==> config.mk <==
export PLATFORM = sky130hd
export DESIGN_NAME = two_stroke_gesture_recognizer_flat
export DESIGN_NICKNAME = d
export VERILOG_FILES = /design/src/rtl/tsg_pkg.sv /design/src/rtl/tsg_in_if.sv /design/src/rtl/tsg_out_if.sv /design/src/rtl/tsg_cfg.sv /design/src/rtl/tsg_core.sv /design/src/rtl/two_stroke_gesture_recognizer.sv /design/src/flat_wrapper.sv
export SDC_FILE = /design/constraint.sdc
export NUM_CORES = 1
export LEC_CHECK = 0
export BUFFER_PORTS_ARGS = -buffer_cell sky130_fd_sc_hd__buf_2
export CAP_MARGIN = 30
export CORE_UTILIZATION = 56
export DETAILED_ROUTE_END_ITERATION = 10
export GPL_TIMING_DRIVEN = 0
export PLACE_DENSITY = 0.78
export SLEW_MARGIN = 20
export SYNTH_ARGS = -nofsm -noshare
export SYNTH_HDL_FRONTEND = slang
export SYNTH_SLANG_ARGS = --single-unit
==> constraint.sdc <==
create_clock -name clk -period 5.9 [get_ports clk]
set_clock_uncertainty 0.2 [all_clocks]
set_input_delay 0.59 -clock clk [delete_from_list [all_inputs] [get_ports clk]]
set_output_delay 0.59 -clock clk [all_outputs]
set_load 0.01 [all_outputs]
==> src/rtl/tsg_pkg.sv <==
package tsg_pkg;

	localparam int unsigned XW     = 10;
	localparam int unsigned YW     = 9;
	localparam int unsigned HWW    = 8;
	localparam int unsigned LENW   = 9;
	localparam int unsigned STACKW = 5;
	localparam int unsigned CALCW  = 12;
	localparam int unsigned ADDRW  = 3;
	localparam int unsigned DATAW  = 32;

	localparam logic [HWW-1:0]    HW_RESET    = 8'd40;
	localparam logic [LENW-1:0]   LEN_RESET   = 9'd150;
	localparam logic [STACKW-1:0] STACK_RESET = 5'd1;
	localparam int                STACK_MAX   = 25;

	// scroll thresholds, compared directly against the raw y offset with no scaling
	localparam int SCROLL_FAST = 50;
	localparam int SCROLL_SLOW = 30;

	typedef enum logic [0:0] {
		REG_HALF_WIDTH = 1'b0,
		REG_STROKE_LEN = 1'b1
	} reg_idx_t;

	typedef enum logic [2:0] {
		DIR_NONE  = 3'd0,
		DIR_UP    = 3'd1,
		DIR_DOWN  = 3'd2,
		DIR_LEFT  = 3'd3,
		DIR_RIGHT = 3'd4
	} dir_t;

	typedef enum logic [2:0] {
		MODE_UP    = 3'd1,
		MODE_DOWN  = 3'd2,
		MODE_LEFT  = 3'd3,
		MODE_RIGHT = 3'd4,
		MODE_IDLE  = 3'd5,
		MODE_WAIT  = 3'd6
	} mode_t;

	typedef enum logic [1:0] {
		CMD_NONE  = 2'd0,
		CMD_PAN   = 2'd1,
		CMD_UNDO  = 2'd2,
		CMD_STACK = 2'd3
	} cmd_t;

	typedef struct packed {
		logic [HWW-1:0]  half_width;
		logic [LENW-1:0] stroke_len;
	} cfg_t;

endpackage

==> src/rtl/tsg_in_if.sv <==
interface tsg_in_if;
	logic                    valid;
	logic                    ready;
	logic                    point_present;
	logic [tsg_pkg::XW-1:0]  pos_x;
	logic [tsg_pkg::YW-1:0]  pos_y;

	modport source(output valid, point_present, pos_x, pos_y, input ready);
	modport sink(input valid, point_present, pos_x, pos_y, output ready);
endinterface

==> src/rtl/tsg_out_if.sv <==
interface tsg_out_if;
	logic                        valid;
	logic                        ready;
	logic                        is_active;
	logic [2:0]                  leg_one;
	logic [2:0]                  leg_two;
	logic [1:0]                  command;
	logic [tsg_pkg::XW-1:0]      pan_x_out;
	logic [tsg_pkg::YW-1:0]      pan_y_out;
	logic [tsg_pkg::STACKW-1:0]  stack_level;

	modport source(output valid, is_active, leg_one, leg_two, command, pan_x_out, pan_y_out,
		stack_level, input ready);
	modport sink(input valid, is_active, leg_one, leg_two, command, pan_x_out, pan_y_out,
		stack_level, output ready);
endinterface

==> src/rtl/tsg_cfg.sv <==
module tsg_cfg (
	input  logic                        clk,
	input  logic                        arst_n,
	input  logic                        psel,
	input  logic                        penable,
	input  logic                        pwrite,
	input  logic [tsg_pkg::ADDRW-1:0]   paddr,
	input  logic [tsg_pkg::DATAW-1:0]   pwdata,
	output logic [tsg_pkg::DATAW-1:0]   prdata,
	output logic                        pready,
	output tsg_pkg::cfg_t               cfg
);

	tsg_pkg::cfg_t     cfg_q;
	tsg_pkg::reg_idx_t idx;
	logic              wr_en;

	assign pready = 1'b1;
	assign idx    = tsg_pkg::reg_idx_t'(paddr[2]);
	assign wr_en  = psel && penable && pwrite;
	assign cfg    = cfg_q;

	always_ff @(posedge clk or negedge arst_n) begin
		if (!arst_n) begin
			cfg_q.half_width <= tsg_pkg::HW_RESET;
			cfg_q.stroke_len <= tsg_pkg::LEN_RESET;
		end else if (wr_en) begin
			unique case (idx)
				tsg_pkg::REG_HALF_WIDTH: cfg_q.half_width <= pwdata[tsg_pkg::HWW-1:0];
				tsg_pkg::REG_STROKE_LEN: cfg_q.stroke_len <= pwdata[tsg_pkg::LENW-1:0];
			endcase
		end
	end

	always_comb begin
		prdata = '0;
		unique case (idx)
			tsg_pkg::REG_HALF_WIDTH: prdata[tsg_pkg::HWW-1:0]  = cfg_q.half_width;
			tsg_pkg::REG_STROKE_LEN: prdata[tsg_pkg::LENW-1:0] = cfg_q.stroke_len;
		endcase
	end

endmodule

==> src/rtl/tsg_core.sv <==
module tsg_core (
	input  logic                         clk,
	input  logic                         arst_n,
	input  tsg_pkg::cfg_t                cfg,
	input  logic                         adv,
	input  logic                         present_s1,
	input  logic [tsg_pkg::XW-1:0]       x_s1,
	input  logic [tsg_pkg::YW-1:0]       y_s1,
	output logic                         is_active_s2,
	output tsg_pkg::dir_t                leg_one_s2,
	output tsg_pkg::dir_t                leg_two_s2,
	output tsg_pkg::cmd_t                command_s2,
	output logic [tsg_pkg::XW-1:0]       pan_x_s2,
	output logic [tsg_pkg::YW-1:0]       pan_y_s2,
	output logic [tsg_pkg::STACKW-1:0]   stack_s2
);

	localparam int CW = tsg_pkg::CALCW;

	tsg_pkg::mode_t               mode_q, mode_d;
	logic [tsg_pkg::XW-1:0]       anchor_x_q, anchor_x_d;
	logic [tsg_pkg::YW-1:0]       anchor_y_q, anchor_y_d;
	tsg_pkg::dir_t                first_q, first_d, second_q, second_d;
	logic                         active_q, active_d;
	logic [tsg_pkg::STACKW-1:0]   stack_q, stack_d;
	logic [tsg_pkg::XW-1:0]       pan_x_q, pan_x_d;
	logic [tsg_pkg::YW-1:0]       pan_y_q, pan_y_d;
	tsg_pkg::cmd_t                cmd_d;

	logic signed [CW-1:0] sx, sy, ax, ay, hw, len, reach, ay_eff, diff;
	logic signed [6:0]    speed, stack_sum;
	logic                 side_x, side_y, fin;
	tsg_pkg::dir_t        fin_dir;

	assign sx    = $signed({{(CW-tsg_pkg::XW){1'b0}}, x_s1});
	assign sy    = $signed({{(CW-tsg_pkg::YW){1'b0}}, y_s1});
	assign ax    = $signed({{(CW-tsg_pkg::XW){1'b0}}, anchor_x_q});
	assign ay    = $signed({{(CW-tsg_pkg::YW){1'b0}}, anchor_y_q});
	assign hw    = $signed({{(CW-tsg_pkg::HWW){1'b0}}, cfg.half_width});
	assign len   = $signed({{(CW-tsg_pkg::LENW){1'b0}}, cfg.stroke_len});
	assign reach = len - hw;

	assign side_x = (sx <= ax + hw) && (sx >= ax - hw);
	assign side_y = (sy <= ay + hw) && (sy >= ay - hw);

	always_comb begin
		mode_d     = mode_q;
		anchor_x_d = anchor_x_q;
		anchor_y_d = anchor_y_q;
		first_d    = first_q;
		second_d   = second_q;
		active_d   = active_q;
		stack_d    = stack_q;
		pan_x_d    = pan_x_q;
		pan_y_d    = pan_y_q;
		cmd_d      = tsg_pkg::CMD_NONE;
		fin        = 1'b0;
		fin_dir    = tsg_pkg::DIR_NONE;
		ay_eff     = ay;
		diff       = '0;
		speed      = '0;
		stack_sum  = '0;

		if (!present_s1) begin
			active_d = 1'b0;
			first_d  = tsg_pkg::DIR_NONE;
			second_d = tsg_pkg::DIR_NONE;
			mode_d   = tsg_pkg::MODE_IDLE;
		end else if (!active_q) begin
			unique case (mode_q)
				tsg_pkg::MODE_IDLE: begin
					anchor_x_d = x_s1;
					anchor_y_d = y_s1;
					mode_d     = tsg_pkg::MODE_WAIT;
				end
				tsg_pkg::MODE_WAIT: begin
					priority if (sx < ax - hw) begin
						mode_d = tsg_pkg::MODE_LEFT;
					end else if (sx > ax + hw) begin
						mode_d = tsg_pkg::MODE_RIGHT;
					end else if (sy > ay + hw) begin
						mode_d = tsg_pkg::MODE_DOWN;
					end else if (sy < ay - hw) begin
						mode_d = tsg_pkg::MODE_UP;
					end else begin
						mode_d = tsg_pkg::MODE_WAIT;
					end
					if (mode_d != tsg_pkg::MODE_WAIT) begin
						anchor_x_d = x_s1;
						anchor_y_d = y_s1;
					end
				end
				tsg_pkg::MODE_UP: begin
					if (!(side_x && sy >= ay - len)) mode_d = tsg_pkg::MODE_IDLE;
					else if (sy <= ay - reach) begin
						fin     = 1'b1;
						fin_dir = tsg_pkg::DIR_UP;
					end
				end
				tsg_pkg::MODE_DOWN: begin
					if (!(side_x && sy <= ay + len)) mode_d = tsg_pkg::MODE_IDLE;
					else if (sy >= ay + reach) begin
						fin     = 1'b1;
						fin_dir = tsg_pkg::DIR_DOWN;
					end
				end
				tsg_pkg::MODE_LEFT: begin
					if (!(side_y && sx >= ax - len)) mode_d = tsg_pkg::MODE_IDLE;
					else if (sx <= ax - reach) begin
						fin     = 1'b1;
						fin_dir = tsg_pkg::DIR_LEFT;
					end
				end
				tsg_pkg::MODE_RIGHT: begin
					if (!(side_y && sx <= ax + len)) mode_d = tsg_pkg::MODE_IDLE;
					else if (sx >= ax + reach) begin
						fin     = 1'b1;
						fin_dir = tsg_pkg::DIR_RIGHT;
					end
				end
				default: mode_d = tsg_pkg::MODE_IDLE;
			endcase
			if (fin) begin
				if (first_q == tsg_pkg::DIR_NONE) begin
					first_d = fin_dir;
					mode_d  = tsg_pkg::MODE_IDLE;
				end else begin
					second_d = fin_dir;
					active_d = 1'b1;
				end
			end
		end else begin
			priority if (first_q == tsg_pkg::DIR_UP && second_q == tsg_pkg::DIR_RIGHT) begin
				pan_x_d = x_s1;
				pan_y_d = y_s1;
				cmd_d   = tsg_pkg::CMD_PAN;
			end else if (first_q == tsg_pkg::DIR_DOWN && second_q == tsg_pkg::DIR_LEFT) begin
				cmd_d = tsg_pkg::CMD_UNDO;
			end else if (first_q == tsg_pkg::DIR_LEFT && second_q == tsg_pkg::DIR_DOWN) begin
				if (mode_q != tsg_pkg::MODE_IDLE) begin
					anchor_y_d = y_s1;
					ay_eff     = sy;
					mode_d     = tsg_pkg::MODE_IDLE;
				end
				diff = sy - ay_eff;
				priority if (diff <= -CW'(tsg_pkg::SCROLL_FAST)) speed = -7'sd4;
				else if (diff <= -CW'(tsg_pkg::SCROLL_SLOW)) speed = -7'sd1;
				else if (diff >= CW'(tsg_pkg::SCROLL_FAST)) speed = 7'sd4;
				else if (diff >= CW'(tsg_pkg::SCROLL_SLOW)) speed = 7'sd1;
				else speed = 7'sd0;
				stack_sum = $signed({2'b00, stack_q}) + speed;
				priority if (stack_sum >= 7'(tsg_pkg::STACK_MAX))
					stack_d = tsg_pkg::STACKW'(tsg_pkg::STACK_MAX);
				else if (stack_sum <= 7'sd0) stack_d = '0;
				else stack_d = stack_sum[tsg_pkg::STACKW-1:0];
				cmd_d = tsg_pkg::CMD_STACK;
			end else begin
				cmd_d = tsg_pkg::CMD_NONE;
			end
		end
	end

	always_ff @(posedge clk or negedge arst_n) begin
		if (!arst_n) begin
			mode_q     <= tsg_pkg::MODE_IDLE;
			anchor_x_q <= '0;
			anchor_y_q <= '0;
			first_q    <= tsg_pkg::DIR_NONE;
			second_q   <= tsg_pkg::DIR_NONE;
			active_q   <= 1'b0;
			stack_q    <= tsg_pkg::STACK_RESET;
			pan_x_q    <= '0;
			pan_y_q    <= '0;
		end else if (adv) begin
			mode_q     <= mode_d;
			anchor_x_q <= anchor_x_d;
			anchor_y_q <= anchor_y_d;
			first_q    <= first_d;
			second_q   <= second_d;
			active_q   <= active_d;
			stack_q    <= stack_d;
			pan_x_q    <= pan_x_d;
			pan_y_q    <= pan_y_d;
		end
	end

	// result register
	always_ff @(posedge clk) begin
		if (adv) begin
			is_active_s2 <= active_d;
			leg_one_s2   <= first_d;
			leg_two_s2   <= second_d;
			command_s2   <= cmd_d;
			pan_x_s2     <= pan_x_d;
			pan_y_s2     <= pan_y_d;
			stack_s2     <= stack_d;
		end
	end

endmodule

==> src/rtl/two_stroke_gesture_recognizer.sv <==
// channel     dir  beat contents
// point_in    in   point_present, pos_x, pos_y
// result_out  out  is_active, leg_one, leg_two, command, pan_x_out, pan_y_out, stack_level
// apb         in   corridor_half_width at 0x0, stroke_length at 0x4
//
// one beat per cycle sustained while result_out is not stalled; a result passes through
// the input register, then state update and result register in the same cycle
// arst_n resets control and gesture state (stack level to 1); registers return to 40 and 150
// a stalled result holds, the input register fills, then point_in.ready drops
module two_stroke_gesture_recognizer (
	input  logic                        clk,
	input  logic                        arst_n,
	tsg_in_if.sink                      point_in,
	tsg_out_if.source                   result_out,
	input  logic                        psel,
	input  logic                        penable,
	input  logic                        pwrite,
	input  logic [tsg_pkg::ADDRW-1:0]   paddr,
	input  logic [tsg_pkg::DATAW-1:0]   pwdata,
	output logic [tsg_pkg::DATAW-1:0]   prdata,
	output logic                        pready
);

	tsg_pkg::cfg_t              cfg;
	logic                       valid_s1, valid_s2, adv;
	logic                       present_s1;
	logic [tsg_pkg::XW-1:0]     x_s1;
	logic [tsg_pkg::YW-1:0]     y_s1;
	tsg_pkg::dir_t              leg_one_s2, leg_two_s2;
	tsg_pkg::cmd_t              command_s2;

	assign adv            = valid_s1 && (!valid_s2 || result_out.ready);
	assign point_in.ready = !valid_s1 || adv;

	always_ff @(posedge clk or negedge arst_n) begin
		if (!arst_n) begin
			valid_s1 <= 1'b0;
			valid_s2 <= 1'b0;
		end else begin
			if (point_in.valid && point_in.ready) valid_s1 <= 1'b1;
			else if (adv) valid_s1 <= 1'b0;
			if (adv) valid_s2 <= 1'b1;
			else if (result_out.ready) valid_s2 <= 1'b0;
		end
	end

	always_ff @(posedge clk) begin
		if (point_in.valid && point_in.ready) begin
			present_s1 <= point_in.point_present;
			x_s1       <= point_in.pos_x;
			y_s1       <= point_in.pos_y;
		end
	end

	tsg_cfg u_cfg (
		.clk     (clk),
		.arst_n  (arst_n),
		.psel    (psel),
		.penable (penable),
		.pwrite  (pwrite),
		.paddr   (paddr),
		.pwdata  (pwdata),
		.prdata  (prdata),
		.pready  (pready),
		.cfg     (cfg)
	);

	tsg_core u_core (
		.clk          (clk),
		.arst_n       (arst_n),
		.cfg          (cfg),
		.adv          (adv),
		.present_s1   (present_s1),
		.x_s1         (x_s1),
		.y_s1         (y_s1),
		.is_active_s2 (result_out.is_active),
		.leg_one_s2   (leg_one_s2),
		.leg_two_s2   (leg_two_s2),
		.command_s2   (command_s2),
		.pan_x_s2     (result_out.pan_x_out),
		.pan_y_s2     (result_out.pan_y_out),
		.stack_s2     (result_out.stack_level)
	);

	assign result_out.valid   = valid_s2;
	assign result_out.leg_one = leg_one_s2;
	assign result_out.leg_two = leg_two_s2;
	assign result_out.command = command_s2;

endmodule
==> src/flat_wrapper.sv <==
// flat-port wrapper written by rule: the top's interface ports become plain ports
module two_stroke_gesture_recognizer_flat 
  (clk, arst_n, psel, penable, pwrite, paddr, pwdata, prdata, pready, point_in_valid, point_in_point_present, point_in_pos_x, point_in_pos_y, point_in_ready, result_out_valid, result_out_is_active, result_out_leg_one, result_out_leg_two, result_out_command, result_out_pan_x_out, result_out_pan_y_out, result_out_stack_level, result_out_ready);
  tsg_in_if point_in_i ();
  tsg_out_if result_out_i ();
  input  logic clk;
  input  logic arst_n;
  input  logic psel;
  input  logic penable;
  input  logic pwrite;
  input  logic [tsg_pkg::ADDRW-1:0] paddr;
  input  logic [tsg_pkg::DATAW-1:0] pwdata;
  output logic [tsg_pkg::DATAW-1:0] prdata;
  output logic pready;
  input wire logic [$bits(point_in_i.valid)-1:0] point_in_valid;
  input wire logic [$bits(point_in_i.point_present)-1:0] point_in_point_present;
  input wire logic [$bits(point_in_i.pos_x)-1:0] point_in_pos_x;
  input wire logic [$bits(point_in_i.pos_y)-1:0] point_in_pos_y;
  output wire logic [$bits(point_in_i.ready)-1:0] point_in_ready;
  output wire logic [$bits(result_out_i.valid)-1:0] result_out_valid;
  output wire logic [$bits(result_out_i.is_active)-1:0] result_out_is_active;
  output wire logic [$bits(result_out_i.leg_one)-1:0] result_out_leg_one;
  output wire logic [$bits(result_out_i.leg_two)-1:0] result_out_leg_two;
  output wire logic [$bits(result_out_i.command)-1:0] result_out_command;
  output wire logic [$bits(result_out_i.pan_x_out)-1:0] result_out_pan_x_out;
  output wire logic [$bits(result_out_i.pan_y_out)-1:0] result_out_pan_y_out;
  output wire logic [$bits(result_out_i.stack_level)-1:0] result_out_stack_level;
  input wire logic [$bits(result_out_i.ready)-1:0] result_out_ready;
  assign point_in_i.valid = point_in_valid;
  assign point_in_i.point_present = point_in_point_present;
  assign point_in_i.pos_x = point_in_pos_x;
  assign point_in_i.pos_y = point_in_pos_y;
  assign point_in_ready = point_in_i.ready;
  assign result_out_valid = result_out_i.valid;
  assign result_out_is_active = result_out_i.is_active;
  assign result_out_leg_one = result_out_i.leg_one;
  assign result_out_leg_two = result_out_i.leg_two;
  assign result_out_command = result_out_i.command;
  assign result_out_pan_x_out = result_out_i.pan_x_out;
  assign result_out_pan_y_out = result_out_i.pan_y_out;
  assign result_out_stack_level = result_out_i.stack_level;
  assign result_out_i.ready = result_out_ready;
  two_stroke_gesture_recognizer u_core (.clk(clk), .arst_n(arst_n), .point_in(point_in_i), .result_out(result_out_i), .psel(psel), .penable(penable), .pwrite(pwrite), .paddr(paddr), .pwdata(pwdata), .prdata(prdata), .pready(pready));
endmodule
---- After elaboration in Yosys (flattened, before gate mapping) ----
Cells that the tools add are included.
storage, ports and cells
  logic and storage cells ................. 215
  register bits ........................... 125
  output and inout bits ................... 68
  input port bits ......................... 62
cells by class
  multiplexer cells ....................... 98
  reduce and logical (&&, ||, !) cells .... 29
  bitwise logic cells ..................... 3
  equality and inequality tests ........... 24
  $add $sub $neg .......................... 15
  $lt $le $gt $ge ......................... 22
operators by type and width
  operator                                                          number
  3-bit two-way mux                                                 30
  9-bit two-way mux                                                 10
  12-bit two-way mux                                                5
  7-bit two-way mux                                                 7
  10-bit two-way mux                                                4
  5-bit two-way mux                                                 7
  10-bit by 12-bit less-or-equal comparator with 1-bit output       2
  11-bit by 12-bit less-or-equal comparator with 1-bit output       2
  10-bit by 12-bit subtractor with 12-bit output                    2
  1-bit two-way mux                                                 23
  11-bit greater-or-equal comparator                                2
  10-bit greater-or-equal comparator                                2
  10-bit one-hot mux with 2 select lines                            1
  9-bit by 8-bit subtractor with 10-bit output                      2
  3-bit by 2-bit == test with 1-bit output (second input constant)  6
  3-bit one-hot mux with 6 select lines                             1
  9-bit one-hot mux with 2 select lines                             1
  8-bit one-hot mux with 2 select lines                             1
  3-bit != test (second input constant)                             5
  1-bit logical AND                                                 13
  10-bit by 12-bit adder with 12-bit output                         1
  11-bit by 12-bit adder with 12-bit output                         1
  3-bit == test (second input constant)                             4
  10-bit by 12-bit greater-or-equal comparator with 1-bit output    1
  other kinds (39)                                                  58

---- Longest topological paths before layout ----
Gate-level depths: netlist of run 1.
  depth in word-level cells ............... 27
  mapped depth ............................ 31
  mapped depth without buffers ............ 30

---- Modules after synthesis ----
Synthesis of run 1 repeated with hierarchy kept, for this count alone.
second synthesis, totals
  cells, all modules ...................... 1537
  area total of the unflattened synthesis .. 13665.6 um^2
by module, submodules not included
  module                         cells an instance  instances  area each (um^2)  sequential area each (um^2)
  tsg_core                       1437               1          11995.3           2321.0
  tsg_cfg                        72                 1          965.9             432.9
  two_stroke_gesture_recognizer  28                 1          704.4             650.6

---- Worst setup path before layout of run 1 ----
No wires, ideal clock.
  path type ............................... flip-flop to flip-flop
  start ................................... reg u_core.u_core.mode_q[0]
  end ..................................... reg u_core.u_core.stack_s2[1] in the netlist's numbering, data pin
  stages on the path, launching flop included .. 31
  slack ................................... -0.656 ns
  data arrival time ....................... 6.100 ns
  library setup time ...................... 0.256 ns
  buffers on the path ..................... 1
  required time ........................... 5.444 ns
  period minus slack after synthesis ...... 6.556 ns
  cells stage by stage .................... dfstp_2 > inv_1 > nor2_1 > nand2_1 > o21ai_0 > ha_1 > inv_1 > fa_1 > a21o_1 > a31o_2 > a2111oi_4 > o31ai_1 > a211o_1 > nand3_1 > and3b_1 > buf_6 > o311ai_0 > nand2_1 > ha_1 > inv_1 > fa_1 > nor2b_1 > o21ai_0 > nand2b_1 > xor2_1 > or3_1 > inv_1 > o21ai_0 > nor2_1 > a211oi_4 > a41o_1
between the ends
  longest elaborated chain between the ends .. 27
  elaborated cells on any way between the ends .. 31
  those cells by class .................... 2 x add/sub; 6 x order compare; 1 x eq/ne; 22 x mux
RTL lines
  what                                              RTL line         source
  start, declared                                   tsg_core.sv:20   tsg_pkg::mode_t mode_q, mode_d;
  start signal, assigned                            tsg_core.sv:165  mode_q <= tsg_pkg::MODE_IDLE;
  start signal, assigned                            tsg_core.sv:175  mode_q <= mode_d;
  3-bit != test *                                   tsg_core.sv:140  if (mode_q != tsg_pkg::MODE_IDLE) begin
  9-bit two-way mux *                               tsg_core.sv:140
  12-bit two-way mux *                              tsg_core.sv:139  end else if (first_q == tsg_pkg::DIR_LEFT && second_q == tsg_pkg::DIR_DOWN) begin
  12-bit two-way mux *                              tsg_core.sv:137  end else if (first_q == tsg_pkg::DIR_DOWN && second_q == tsg_pkg::DIR_LEFT) begin
  12-bit two-way mux *                              tsg_core.sv:133  priority if (first_q == tsg_pkg::DIR_UP && second_q == tsg_pkg::DIR_RIGHT) begin
  12-bit two-way mux *                              tsg_core.sv:69   end else if (!active_q) begin
  12-bit two-way mux *                              tsg_core.sv:64   if (!present_s1) begin
  10-bit by 12-bit subtractor with 12-bit output *  tsg_core.sv:145  diff = sy - ay_eff;
  [12 not listed]                                   -
  5-bit two-way mux                                 tsg_core.sv:154  else if (stack_sum <= 7'sd0) stack_d = '0;
  5-bit two-way mux *                               tsg_core.sv:152  priority if (stack_sum >= 7'(tsg_pkg::STACK_MAX))
  5-bit two-way mux *                               tsg_core.sv:139
  5-bit two-way mux *                               tsg_core.sv:137
  5-bit two-way mux *                               tsg_core.sv:133
  5-bit two-way mux *                               tsg_core.sv:69
  5-bit two-way mux *                               tsg_core.sv:64
  via u_core.u_core.stack_d, one bit                tsg_core.sv:25   logic [tsg_pkg::STACKW-1:0] stack_q, stack_d;
  end signal, assigned                              tsg_core.sv:196  stack_s2 <= stack_d;
  end, declared                                     tsg_core.sv:15   output logic [tsg_pkg::STACKW-1:0] stack_s2
The timed path passes the listed nets; every way through them passes the cells marked *. The select of a mux whose other input is x is not followed.
A chain may end at the register's enable or synchronous reset.

---- Final worst setup path of run 1 ----
  start ................................... reg u_core.u_cfg.cfg_q (netlist bit u_core.u_cfg.cfg[12])
  end ..................................... reg u_core.u_core.leg_two_s2[1], data pin
between the ends
  longest elaborated chain between the ends .. 11
  elaborated cells on any way between the ends .. 44
  those cells by class .................... 9 x add/sub; 8 x order compare; 21 x mux; 6 x reduce/logical
RTL lines
  what                                                                                    RTL line         source
  start, declared                                                                         tsg_cfg.sv:14    tsg_pkg::cfg_t cfg_q;
  9-bit by 8-bit subtractor with 10-bit output (tied with other cells)                    tsg_core.sv:41   assign reach = len - hw;
  11-bit by 12-bit adder with 12-bit output (tied with other cells)                       tsg_core.sv:116  else if (sx >= ax + reach) begin
  11-bit by 12-bit greater-or-equal comparator with 1-bit output (tied with other cells)  tsg_core.sv:116
  1-bit two-way mux (tied with other cells)                                               tsg_core.sv:116
  1-bit two-way mux (on tied branches)                                                    -
  1-bit one-hot mux with 4 select lines                                                   tsg_core.sv:70   unique case (mode_q)
  1-bit two-way mux                                                                       tsg_core.sv:69
  1-bit two-way mux                                                                       tsg_core.sv:64
  3-bit two-way mux *                                                                     tsg_core.sv:123  if (fin) begin
  3-bit two-way mux *                                                                     tsg_core.sv:69
  3-bit two-way mux *                                                                     tsg_core.sv:64
  via u_core.u_core.second_d[1]                                                           tsg_core.sv:23   tsg_pkg::dir_t first_q, first_d, second_q, second_d;
  end signal, assigned                                                                    tsg_core.sv:192  leg_two_s2 <= second_d;
  end, declared                                                                           tsg_core.sv:11   output tsg_pkg::dir_t leg_two_s2,
Marked as above.

==> results of run 1 <==
## flip-flops by register name, indices dropped and copies added, names as in the netlist, 5 cells and up
signal,count
u_core.u_cfg.cfg,17
u_core.u_core.anchor_x_q,10
u_core.u_core.pan_x_q,10
u_core.u_core.pan_x_s2,10
u_core.x_s1,10
u_core.u_core.anchor_y_q,9
u_core.u_core.pan_y_q,9
u_core.u_core.pan_y_s2,9
u_core.y_s1,9
u_core.u_core.stack_q,5
u_core.u_core.stack_s2,5
## layer usage
metal,up-vias,routed length [um],track usage
li1,5795,-,-
met1,5912,16900,0.416
met2,488,18700,0.520
met3,107,2860,0.0566
met4,0,1710,0.148
met5,-,0,0
## layout make-up
cell class | count | area share
plain buffers | 55 | 0.0197
clock buffers | 18 | 0.0265
flip-flops and latches | 125 | 0.211
inverters | 128 | 0.0301
clock inverters | 14 | 0.00905
multi-input cells | 1237 | 0.627
well taps | 319 | 0.0247
repair buffers | 133 | 0.0523
## final timing paths
check,depth (start not counted),start,end
worst max-delay path,25,u_core.u_cfg.cfg[12]$_DFFE_PN1P_,u_core.u_core.leg_two_s2[1]$_DFFE_PP_
worst min-delay path,1,point_in_pos_x[3],u_core.x_s1[3]$_DFFE_PP_
worst max register to register,25,u_core.u_cfg.cfg[12]$_DFFE_PN1P_,u_core.u_core.leg_two_s2[1]$_DFFE_PP_
worst min register to register,2,u_core.u_core.pan_y_q[6]$_DFFE_PN0P_,u_core.u_core.pan_y_q[6]$_DFFE_PN0P_
max in group asynchronous,3,arst_n,u_core.u_core.stack_q[0]$_DFFE_PN1P_
min in group asynchronous,2,arst_n,u_core.u_core.pan_x_q[2]$_DFFE_PN0P_
## per-stage QoR
step	hold slack (ns)	instances	cell area, um^2	TNS (ns)	setup slack (ns)
after detailed placement	0.259	1947	14700	-15.06	-0.807
final	0.119	2029	16200	0	0.0227
after CTS	0.112	2004	15700	-0.00216	-0.00216
after global placement	0.251	1944	14600	-13.52	-0.778
after floorplan	0.0944	1546	13800	0	0.00114
after global routing	0.113	2029	16200	-3.64	-0.240
## timing repair
action                     4_1_cts  5_1_grt
pin swaps                       25       73
setup buffers                   25       25
hold endpoints to repair        19        0
setup endpoints to repair       27       32
hold buffers                     1        0
resized for setup               51       61
cloned                           1        0
## cell usage in the layout, fill, tap and decap left out, drive strengths merged, types with 11 or more instances in the layout
| master | count |
|---|---|
| nand3 | 28 |
| o31ai | 11 |
| nand2b | 42 |
| o21ai | 75 |
| nor2 | 114 |
| a21oi | 94 |
| o21bai | 21 |
| nand4 | 17 |
| xnor2 | 74 |
| a211oi | 22 |
| nor2b | 23 |
| ha | 247 |
| inv | 126 |
| mux2 | 53 |
| nor3 | 24 |
| buf | 167 |
| edfxtp | 53 |
| xor2 | 22 |
| o21a | 19 |
| conb | 24 |
| o211ai | 11 |
| clkbuf | 37 |
| fa | 15 |
| dfrtp | 63 |
| nand2 | 119 |
| a31oi | 19 |
| mux2i | 11 |
| a21o | 25 |
## critical path, stage by stage (launching register included)
cell and delay (ns):
dfstp_2 0.62, inv_2 0.11, ha_4 0.33, o21a_1 0.15, o31ai_2 0.08, buf_4 0.14, a21oi_2 0.20, a21o_1 0.18
xor2_2 0.25, ha_2 0.32, buf_2 0.19, nand2b_4 0.16, a21oi_2 0.17, a311oi_2 0.08, xnor2_1 0.16, ha_1 0.31
and4_1 0.18, nand4_1 0.13, o221ai_2 0.24, a21oi_2 0.06, a211o_1 0.27, a2111o_1 0.45, a21oi_4 0.19, a311oi_4 0.09
nor3_4 0.24, o21ai_1 0.11
## cell families (layout without fill, tap and decap cells)
logic type      Yosys count  after routing  synth area share
other cells               2             24          0.000547
mux                      64             64            0.0515
simple gates            417            417             0.147
fa+ha+maj               263            263             0.248
compound gates          372            373             0.185
xor+xnor                 96             96            0.0618
flops                   125            125             0.248
buf+inv                 185            348            0.0584
==> run_results.csv, run 1 <==
group,metric,value,unit
synthesis,synth_top_area_frac,0.225,
grt,grt_use_total,0.321,
synthesis,synth_most_common_cell,"ha_1",
grt,grt_max_degree,49,
routing,vias_per_cell,6.06,
die,initial_core_util,0.578,
synthesis,synth_area_leader_cell,"ha_1",
synthesis,syn_avg_cell_area,9.01,um^2
sta,finalMaxSlewViolations,0,
die,dieArea,0.0251,mm^2
cells_and_area,n_antenna_cell,0,
worst_setup_path,crit_required,5.88,ns
routing,drt.antenna.violating_nets,0,
worst_setup_path,critPathLaunchType,"flop",
cells_and_area,final_util,0.681,
worst_setup_path,cp.arrival,5.86,ns
routing,drc,0,
sta,rsz0062_at_grt,"true",
cells_and_area,drive_above_1_share,0.220,
synthesis,synth_cells,1524,
grt,grt_overflow,0,
die,die_x,159,um
cells_and_area,area.sequential,0.00341,mm^2
routing,dr.pass1.iters,6,
clock_tree,htree_levels,4,
clock_tree,cts.clk_slew.worst_paths,0.07,ns
synthesis,synth_flop_cell,"dfrtp_1",
min_path,hold_path_class,"in2reg",
sta,period_share,0.996,
routing,routed_wl,40200,um
worst_setup_path,crit_fanout,9,
routing,drt_iter0_markers,1120,
cells_and_area,fill_cells,1810,
synthesis,yosysWarnings,0,
placed_design,hpwlAfterDp,28900,um
clock_tree,clk_path_buf_depth,2,
synthesis,synth_area_leaders,"ha_1, edfxtp_1, dfrtp_1",
sta,min_period,5.88,ns
sta,tightest_slew,0.816,ns
synthesis,yosys.cell_types.count,92,
grt,grt_pass1_wl,61100,um
grt,grt_pass1_vias,11626,
cells_and_area,syn2layout_area_growth,17.8,%
die,num_rows,56,
worst_setup_path,critPathKind,"reg2reg",
worst_setup_path,end_kind,"flop",
routing,vias,12302,
sta,relSlewSlack,0.452,
routing,wl_per_cell,19.8,um
placed_design,gp_congestion,0.928,
synthesis,synthArstFlopShare,0.576,
clock_tree,clock_sinks,125,
worst_setup_path,r2r_slack,0.02,ns
sta,hold_viol,0,
cells_and_area,multi_input_area,0.0101,mm^2
cells_and_area,final_nets,2021,
placed_design,io_buffers,79,
synthesis,synth_common_cells,"ha_1, inv_1, nand2_1, nor2_1, a21oi_1",
flow_run,drv_cap,0,
die,fp.dieH,159,um
clock_tree,numCtsBuffers,17,
synthesis,synth_edf_count,53,
clock_tree,tritoncts,"built",
clock_tree,clk_latency,0.44,ns
die,core-area,0.0238,mm^2
synthesis,syn_area,0.0137,mm^2
status,status,"finished clean",
grt,grt_antenna_before_repair,0,
clock_tree,cts-root-buf,"clkbuf_16",
die,ioPinCount,130,
sta,fmax,170,MHz
sta,setup_viol,0,
synthesis,synth_seq_cells,125,
synthesis,ys_seq_area_frac,0.248,
Power of run 1 is not shown: default switching activity piles up to over one toggle a cycle in this logic, so the estimate is an artifact.
==> inputs of run 2 (changes only) <==
--- a/config.mk
+++ b/config.mk
@@ -7,10 +7,10 @@
 export LEC_CHECK = 0
 export BUFFER_PORTS_ARGS = -buffer_cell sky130_fd_sc_hd__buf_2
 export CAP_MARGIN = 30
-export CORE_UTILIZATION = 56
+export CORE_UTILIZATION = 55
 export DETAILED_ROUTE_END_ITERATION = 10
 export GPL_TIMING_DRIVEN = 0
-export PLACE_DENSITY = 0.78
+export PLACE_DENSITY = 0.77
 export SLEW_MARGIN = 20
 export SYNTH_ARGS = -nofsm -noshare
 export SYNTH_HDL_FRONTEND = slang
==> run_results.csv, run 2 (same netlist as run 1, synthesis figures left out) <==
group,metric,value,unit
status,status,"finished with violations",
status,violations,"setup timing",
routing,wl_per_cell,19.6,um
placed_design,dp.cells,1952,
clock_tree,clk_path_buf_depth,2,
clock_tree,tritoncts,"built",
grt,grt_pass1_vias,12117,
sta,hold_viol,0,
cells_and_area,largest_reg_flops,17,
clock_tree,cts.clk_slew.worst_paths,0.07,ns
worst_setup_path,crit_fanout,5,
sta,period_share,1.01,
worst_setup_path,crit_path_max_incr_delay,0.44,ns
cells_and_area,final_area,0.0163,mm^2
placed_design,gp_congestion,0.930,
placed_design,post-place-ws,-0.830,ns
clock_tree,clock_sinks,125,
clock_tree,numCtsBuffers,17,
min_path,hold_path_class,"in2reg",
cells_and_area,final_nets,2033,
routing,vias_per_cell,6.06,
cells_and_area,drive_above_1_share,0.224,
die,num_rows,57,
routing,routed_wl,40200,um
sta,relSlewSlack,0.372,
sta,finalMaxSlewViolations,0,
routing,drt_iter0_markers,1084,
routing,dr.pass1.iters,6,
grt,grt_pass1_wl,62200,um
routing,drc,0,
cells_and_area,final_common_cell,"ha_1",
die,die_x,160,um
worst_setup_path,crit_top_cell,"a21oi_2",
routing,vias,12396,
placed_design,hpwlAfterDp,28800,um
placed_design,placed_cell_area,0.0147,mm^2
routing,drt.antenna.violating_nets,0,
die,initial_core_util,0.563,
sta,finalSetupTns,-0.0406,ns
grt,grt_overflow,0,
die,ioPinCount,130,
die,fp.dieH,160,um
cells_and_area,n_antenna_cell,0,
clock_tree,htree_levels,4,
sta,fmax,169,MHz
sta,rsz0062_at_grt,"true",
sta,tightest_slew,0.935,ns
sta,fin_ws,-0.0318,ns
worst_setup_path,end_kind,"flop",
flow_run,drv_cap,0,
cells_and_area,fin_cells,2046,
worst_setup_path,cp.arrival,5.91,ns
cells_and_area,final_cell_mix,"ha_1, nand2_1, inv_1",
sta,min_period,5.93,ns
grt,grt_use_total,0.307,
worst_setup_path,critPathSlowestCell,"a2111o_1",
die,core-area,0.0244,mm^2
placed_design,io_buffers,79,
clock_tree,clk_latency,0.44,ns
worst_setup_path,critPathKind,"reg2reg",
sta,setup_viol,3,
worst_setup_path,critPathLaunchType,"flop",
worst_setup_path,crit_required,5.87,ns
grt,grt_max_degree,54,
grt,grt_antenna_before_repair,1,
cells_and_area,syn2layout_area_growth,19.0,%
clock_tree,cts-root-buf,"clkbuf_16",
die,dieArea,0.0256,mm^2
==> run 2: changes by cell type in the layout (fill, tap and decap cells not counted), moves of 3 or more <==
| cell | change |
|---|---|
| ha_1 | -3 |
| buf_4 | +14 |
| nor3_2 | -3 |
| ha_4 | +3 |
| nor3_1 | +3 |
| inv_6 | +4 |
| clkinv_2 | -4 |
==> run 2: per-stage QoR <==
step | hold WS, ns | util
final | 0.124 | 0.669
after floorplan | 0.0944 | -
after global placement | 0.251 | 0.600
after global routing | 0.118 | 0.669
after CTS | 0.116 | 0.652
after detailed placement | 0.260 | 0.603
==> run 2: repair_timing <==
action                     4_1_cts  5_1_grt
setup endpoints to repair       29       35
buffers inserted                39       25
hold buffers                     1        0
cloned                           1        0
hold endpoints to repair        17        0
pin swaps                       50       54
resized for setup               64       54
==> run 2: area by class of cell <==
cell class / count / area (um^2)
flip-flops and latches: 125 / 3410
repair buffers: 147 / 951
plain buffers: 53 / 307
inverters: 128 / 494
multi-input cells: 1237 / 10200
well taps: 324 / 405
fillers: 1903 / 8060
clock buffers: 19 / 443
clock inverters: 13 / 155
==> run 2: path summary, 6_finish.rpt <==
kind	from	to	slack, ns	depth (start not counted)
worst max-delay path	u_core.u_cfg.cfg[0]$_DFFE_PN0P_	u_core.u_core.leg_two_s2[0]$_DFFE_PP_	-0.03	27
worst min-delay path	point_in_pos_x[2]	u_core.x_s1[2]$_DFFE_PP_	0.12	1
worst max register to register	u_core.u_cfg.cfg[0]$_DFFE_PN0P_	u_core.u_core.leg_two_s2[0]$_DFFE_PP_	-0.03	27
worst min register to register	u_core.u_core.pan_y_q[2]$_DFFE_PN0P_	u_core.u_core.pan_y_q[2]$_DFFE_PN0P_	0.27	2
max in group asynchronous	arst_n	u_core.u_cfg.cfg[12]$_DFFE_PN1P_	4.44	3
min in group asynchronous	arst_n	u_core.result_out.valid$_DFFE_PN0P_	0.40	2
==> run 2: worst max-delay path, delay by kind of cell (launching register included) <==
kind / cells / cell delay [ns]
AO/OA/AOI/OAI: 14 / 2.67
XOR/XNOR: 2 / 0.29
adder cells (fa/ha/maj): 4 / 1.15
buffers and inverters: 3 / 0.30
flip-flops: 1 / 0.43
multiplexers: 1 / 0.11
AND/OR/NAND/NOR: 3 / 0.51
==> run 2: layer usage <==
layer | wire length (um) | global-route usage | vias to the layer above
met5 | 0 | 0 | -
met4 | 1870 | 0.126 | 0
met2 | 18900 | 0.524 | 552
met3 | 2670 | 0.0429 | 164
met1 | 16800 | 0.390 | 5876
li1 | - | - | 5804
Power of run 2 is left out for the same reason.
==> inputs of run 3 (changes only) <==
--- a/config.mk
+++ b/config.mk
@@ -5,6 +5,7 @@
 export SDC_FILE = /design/constraint.sdc
 export NUM_CORES = 1
 export LEC_CHECK = 0
+export ABC_AREA = 1
 export BUFFER_PORTS_ARGS = -buffer_cell sky130_fd_sc_hd__buf_2
 export CAP_MARGIN = 30
 export CORE_UTILIZATION = 55
==> run_results.csv, run 3 <==
group,metric,value,unit
synthesis,synth_most_common_cell,"nand2_1",
die,initial_core_util,0.564,
routing,vias,13307,
placed_design,dp.cells,2374,
synthesis,synth_top_area_frac,0.216,
worst_setup_path,rr_endpoint,"u_core.u_core.leg_two_s2[2]$_DFFE_PP_",
worst_setup_path,cp.arrival,5.54,ns
grt,grt_use_total,0.315,
worst_setup_path,crit_path_max_incr_delay,0.51,ns
die,fp.dieH,163,um
worst_setup_path,r2r_start,"u_core.u_cfg.cfg[10]$_DFFE_PN0P_",
clock_tree,cts.clk_slew.worst_paths,0.06,ns
sta,hold_viol,0,
sta,period_share,0.943,
synthesis,synthArstFlopShare,0.576,
routing,vias_per_cell,5.51,
synthesis,synth_cells,1941,
synthesis,yosysWarnings,0,
sta,fin_hold_ws,0.130,ns
grt,grt_max_degree,41,
placed_design,io_buffers,79,
status,status,"finished clean",
clock_tree,clock_sinks,125,
sta,tightest_slew,0.720,ns
synthesis,synth_common_cells,"nand2_1, inv_1, ha_1, a21oi_1, o21ai_0",
cells_and_area,largest_reg_flops,17,
cells_and_area,drive_above_1_share,0.109,
worst_setup_path,crit_required,5.88,ns
synthesis,synth_seq_cells,125,
cells_and_area,final_nets,2394,
placed_design,post-place-ws,-0.0367,ns
routing,routed_wl,41100,um
sta,fin_ws,0.335,ns
worst_setup_path,crit_top_cell,"nand2_1",
synthesis,syn_area,0.0143,mm^2
cells_and_area,final_common_cell,"nand2_1",
worst_setup_path,reg2reg_depth,28,
worst_setup_path,critPathKind,"reg2reg",
synthesis,synth_area_leaders,"ha_1, nand2_1, edfxtp_1",
min_path,hold_path_class,"in2reg",
routing,drc,0,
synthesis,yosys.cell_types.count,55,
worst_setup_path,critPathLaunchType,"flop",
routing,wl_per_cell,17.0,um
min_path,min_to,"u_core.present_s1$_DFFE_PP_",
sta,min_period,5.57,ns
synthesis,ys_seq_area_frac,0.238,
synthesis,synth_edf_count,53,
clock_tree,cts-root-buf,"clkbuf_16",
flow_run,drv_cap,0,
clock_tree,tritoncts,"built",
worst_setup_path,crit_fanout,7,
clock_tree,htree_levels,4,
worst_setup_path,critPathBufInv,6,
sta,setup_viol,0,
worst_setup_path,end_kind,"flop",
min_path,worstHoldStart,"point_in_point_present",
worst_setup_path,critPathSlowestCell,"dfrtp_2",
cells_and_area,n_antenna_cell,0,
cells_and_area,fin_cells,2413,
die,die_x,163,um
worst_setup_path,crit_start,"u_core.u_cfg.cfg[10]$_DFFE_PN0P_",
grt,grt_antenna_before_repair,0,
grt,grt_pass1_vias,12456,
worst_setup_path,r2r_slack,0.33,ns
routing,dr.pass1.iters,6,
clock_tree,numCtsBuffers,17,
clock_tree,clk_latency,0.43,ns
routing,drt_iter0_markers,1090,
die,num_rows,58,
sta,relSlewSlack,0.520,
clock_tree,clk_path_buf_depth,2,
grt,grt_pass1_wl,64500,um
die,ioPinCount,130,
sta,rsz0062_at_grt,"false",
die,core-area,0.0253,mm^2
die,dieArea,0.0266,mm^2
sta,fmax,180,MHz
grt,grt_overflow,0,
sta,finalMaxSlewViolations,0,
worst_setup_path,cp_top_family,"simple AND/OR/NAND/NOR gates",
placed_design,hpwlAfterDp,32200,um
synthesis,synth_flop_cell,"dfrtp_1",
cells_and_area,syn2layout_area_growth,11.3,%
min_path,holdPathStages,1,
synthesis,syn_avg_cell_area,7.36,um^2
cells_and_area,final_cell_mix,"nand2_1, inv_1, ha_1",
placed_design,gp_congestion,0.942,
routing,drt.antenna.violating_nets,0,
synthesis,synth_area_leader_cell,"ha_1",
## run 3: changes by cell type after synthesis, moves of 18 or more
cell,change
o21ai_0,+57
nor2b_1,-23
mux2_2,-53
xor2_1,+72
nand2_1,+353
xnor2_1,-65
nand3_1,+54
inv_1,+158
a21oi_1,+40
nand4_1,+18
nand2b_1,-42
## run 3: layout make-up
class / instances / area (um^2)
clock buffers: 19 / 454
repair buffers: 89 / 508
fillers: 2319 / 9430
well taps: 330 / 413
multi-input cells: 1488 / 9570
plain buffers: 59 / 350
clock inverters: 13 / 90.1
inverters: 290 / 1100
flip-flops and latches: 125 / 3410
## run 3: worst max path at each step
| stage | end | slack (ns) | cells after the start |
|---|---|---|---|
| after floorplan | u_core.u_core.stack_s2[0]$_DFFE_PP_ | 0.99 | 39 |
| after global placement | u_core.u_core.leg_two_s2[2]$_DFFE_PP_ | 0.009 | 29 |
| after detailed placement | u_core.u_core.leg_two_s2[2]$_DFFE_PP_ | -0.04 | 29 |
| after CTS | u_core.u_core.leg_two_s2[2]$_DFFE_PP_ | 0.03 | 30 |
| after global routing | u_core.u_core.leg_two_s2[2]$_DFFE_PP_ | 0.01 | 30 |
| final | u_core.u_core.leg_two_s2[2]$_DFFE_PP_ | 0.33 | 28 |
## run 3: logic make-up after synthesis
logic type	Yosys count	share of synthesized area
XOR/XNOR	102	0.0625
flip-flops	125	0.238
buffers and inverters	350	0.101
adder cells (fa/ha/maj)	262	0.237
AO/OA/AOI/OAI	339	0.133
other	2	0.000526
AND/OR/NAND/NOR	761	0.227
## run 3: routing by layer
metal  track usage  vias to the layer above  share of wire
met1         0.423                     6163           0.45
met4         0.108                        0          0.027
met5             0                        -              0
met2         0.511                      465           0.46
li1              -                     6602              -
met3        0.0513                       77          0.064
## run 3: worst register-to-register path, delay by kind of cell, from the launching register on
| family | cells | cell delay [ns] |
|---|---|---|
| fa+ha+maj | 3 | 0.96 |
| compound gates | 5 | 1.09 |
| buf+inv | 6 | 0.80 |
| flops | 1 | 0.51 |
| simple gates | 12 | 1.31 |
| xor+xnor | 2 | 0.44 |
## run 3: per-stage QoR
stage	setup TNS, ns	util	area, um^2
final	0	0.628	15900
after global routing	0	0.628	15900
after CTS	0	0.624	15800
after detailed placement	-0.0714	0.601	15200
after global placement	0	0.599	15200
after floorplan	0	-	14400
## run 3: repair_timing
item,in CTS,in global routing
endpoints found under the hold margin,32,0
endpoints found under the setup margin,4,26
resized for setup,2,19
hold buffers,1,0
pin swaps,0,1
buffers inserted,2,4
Power of run 3 is left out for the same reason.
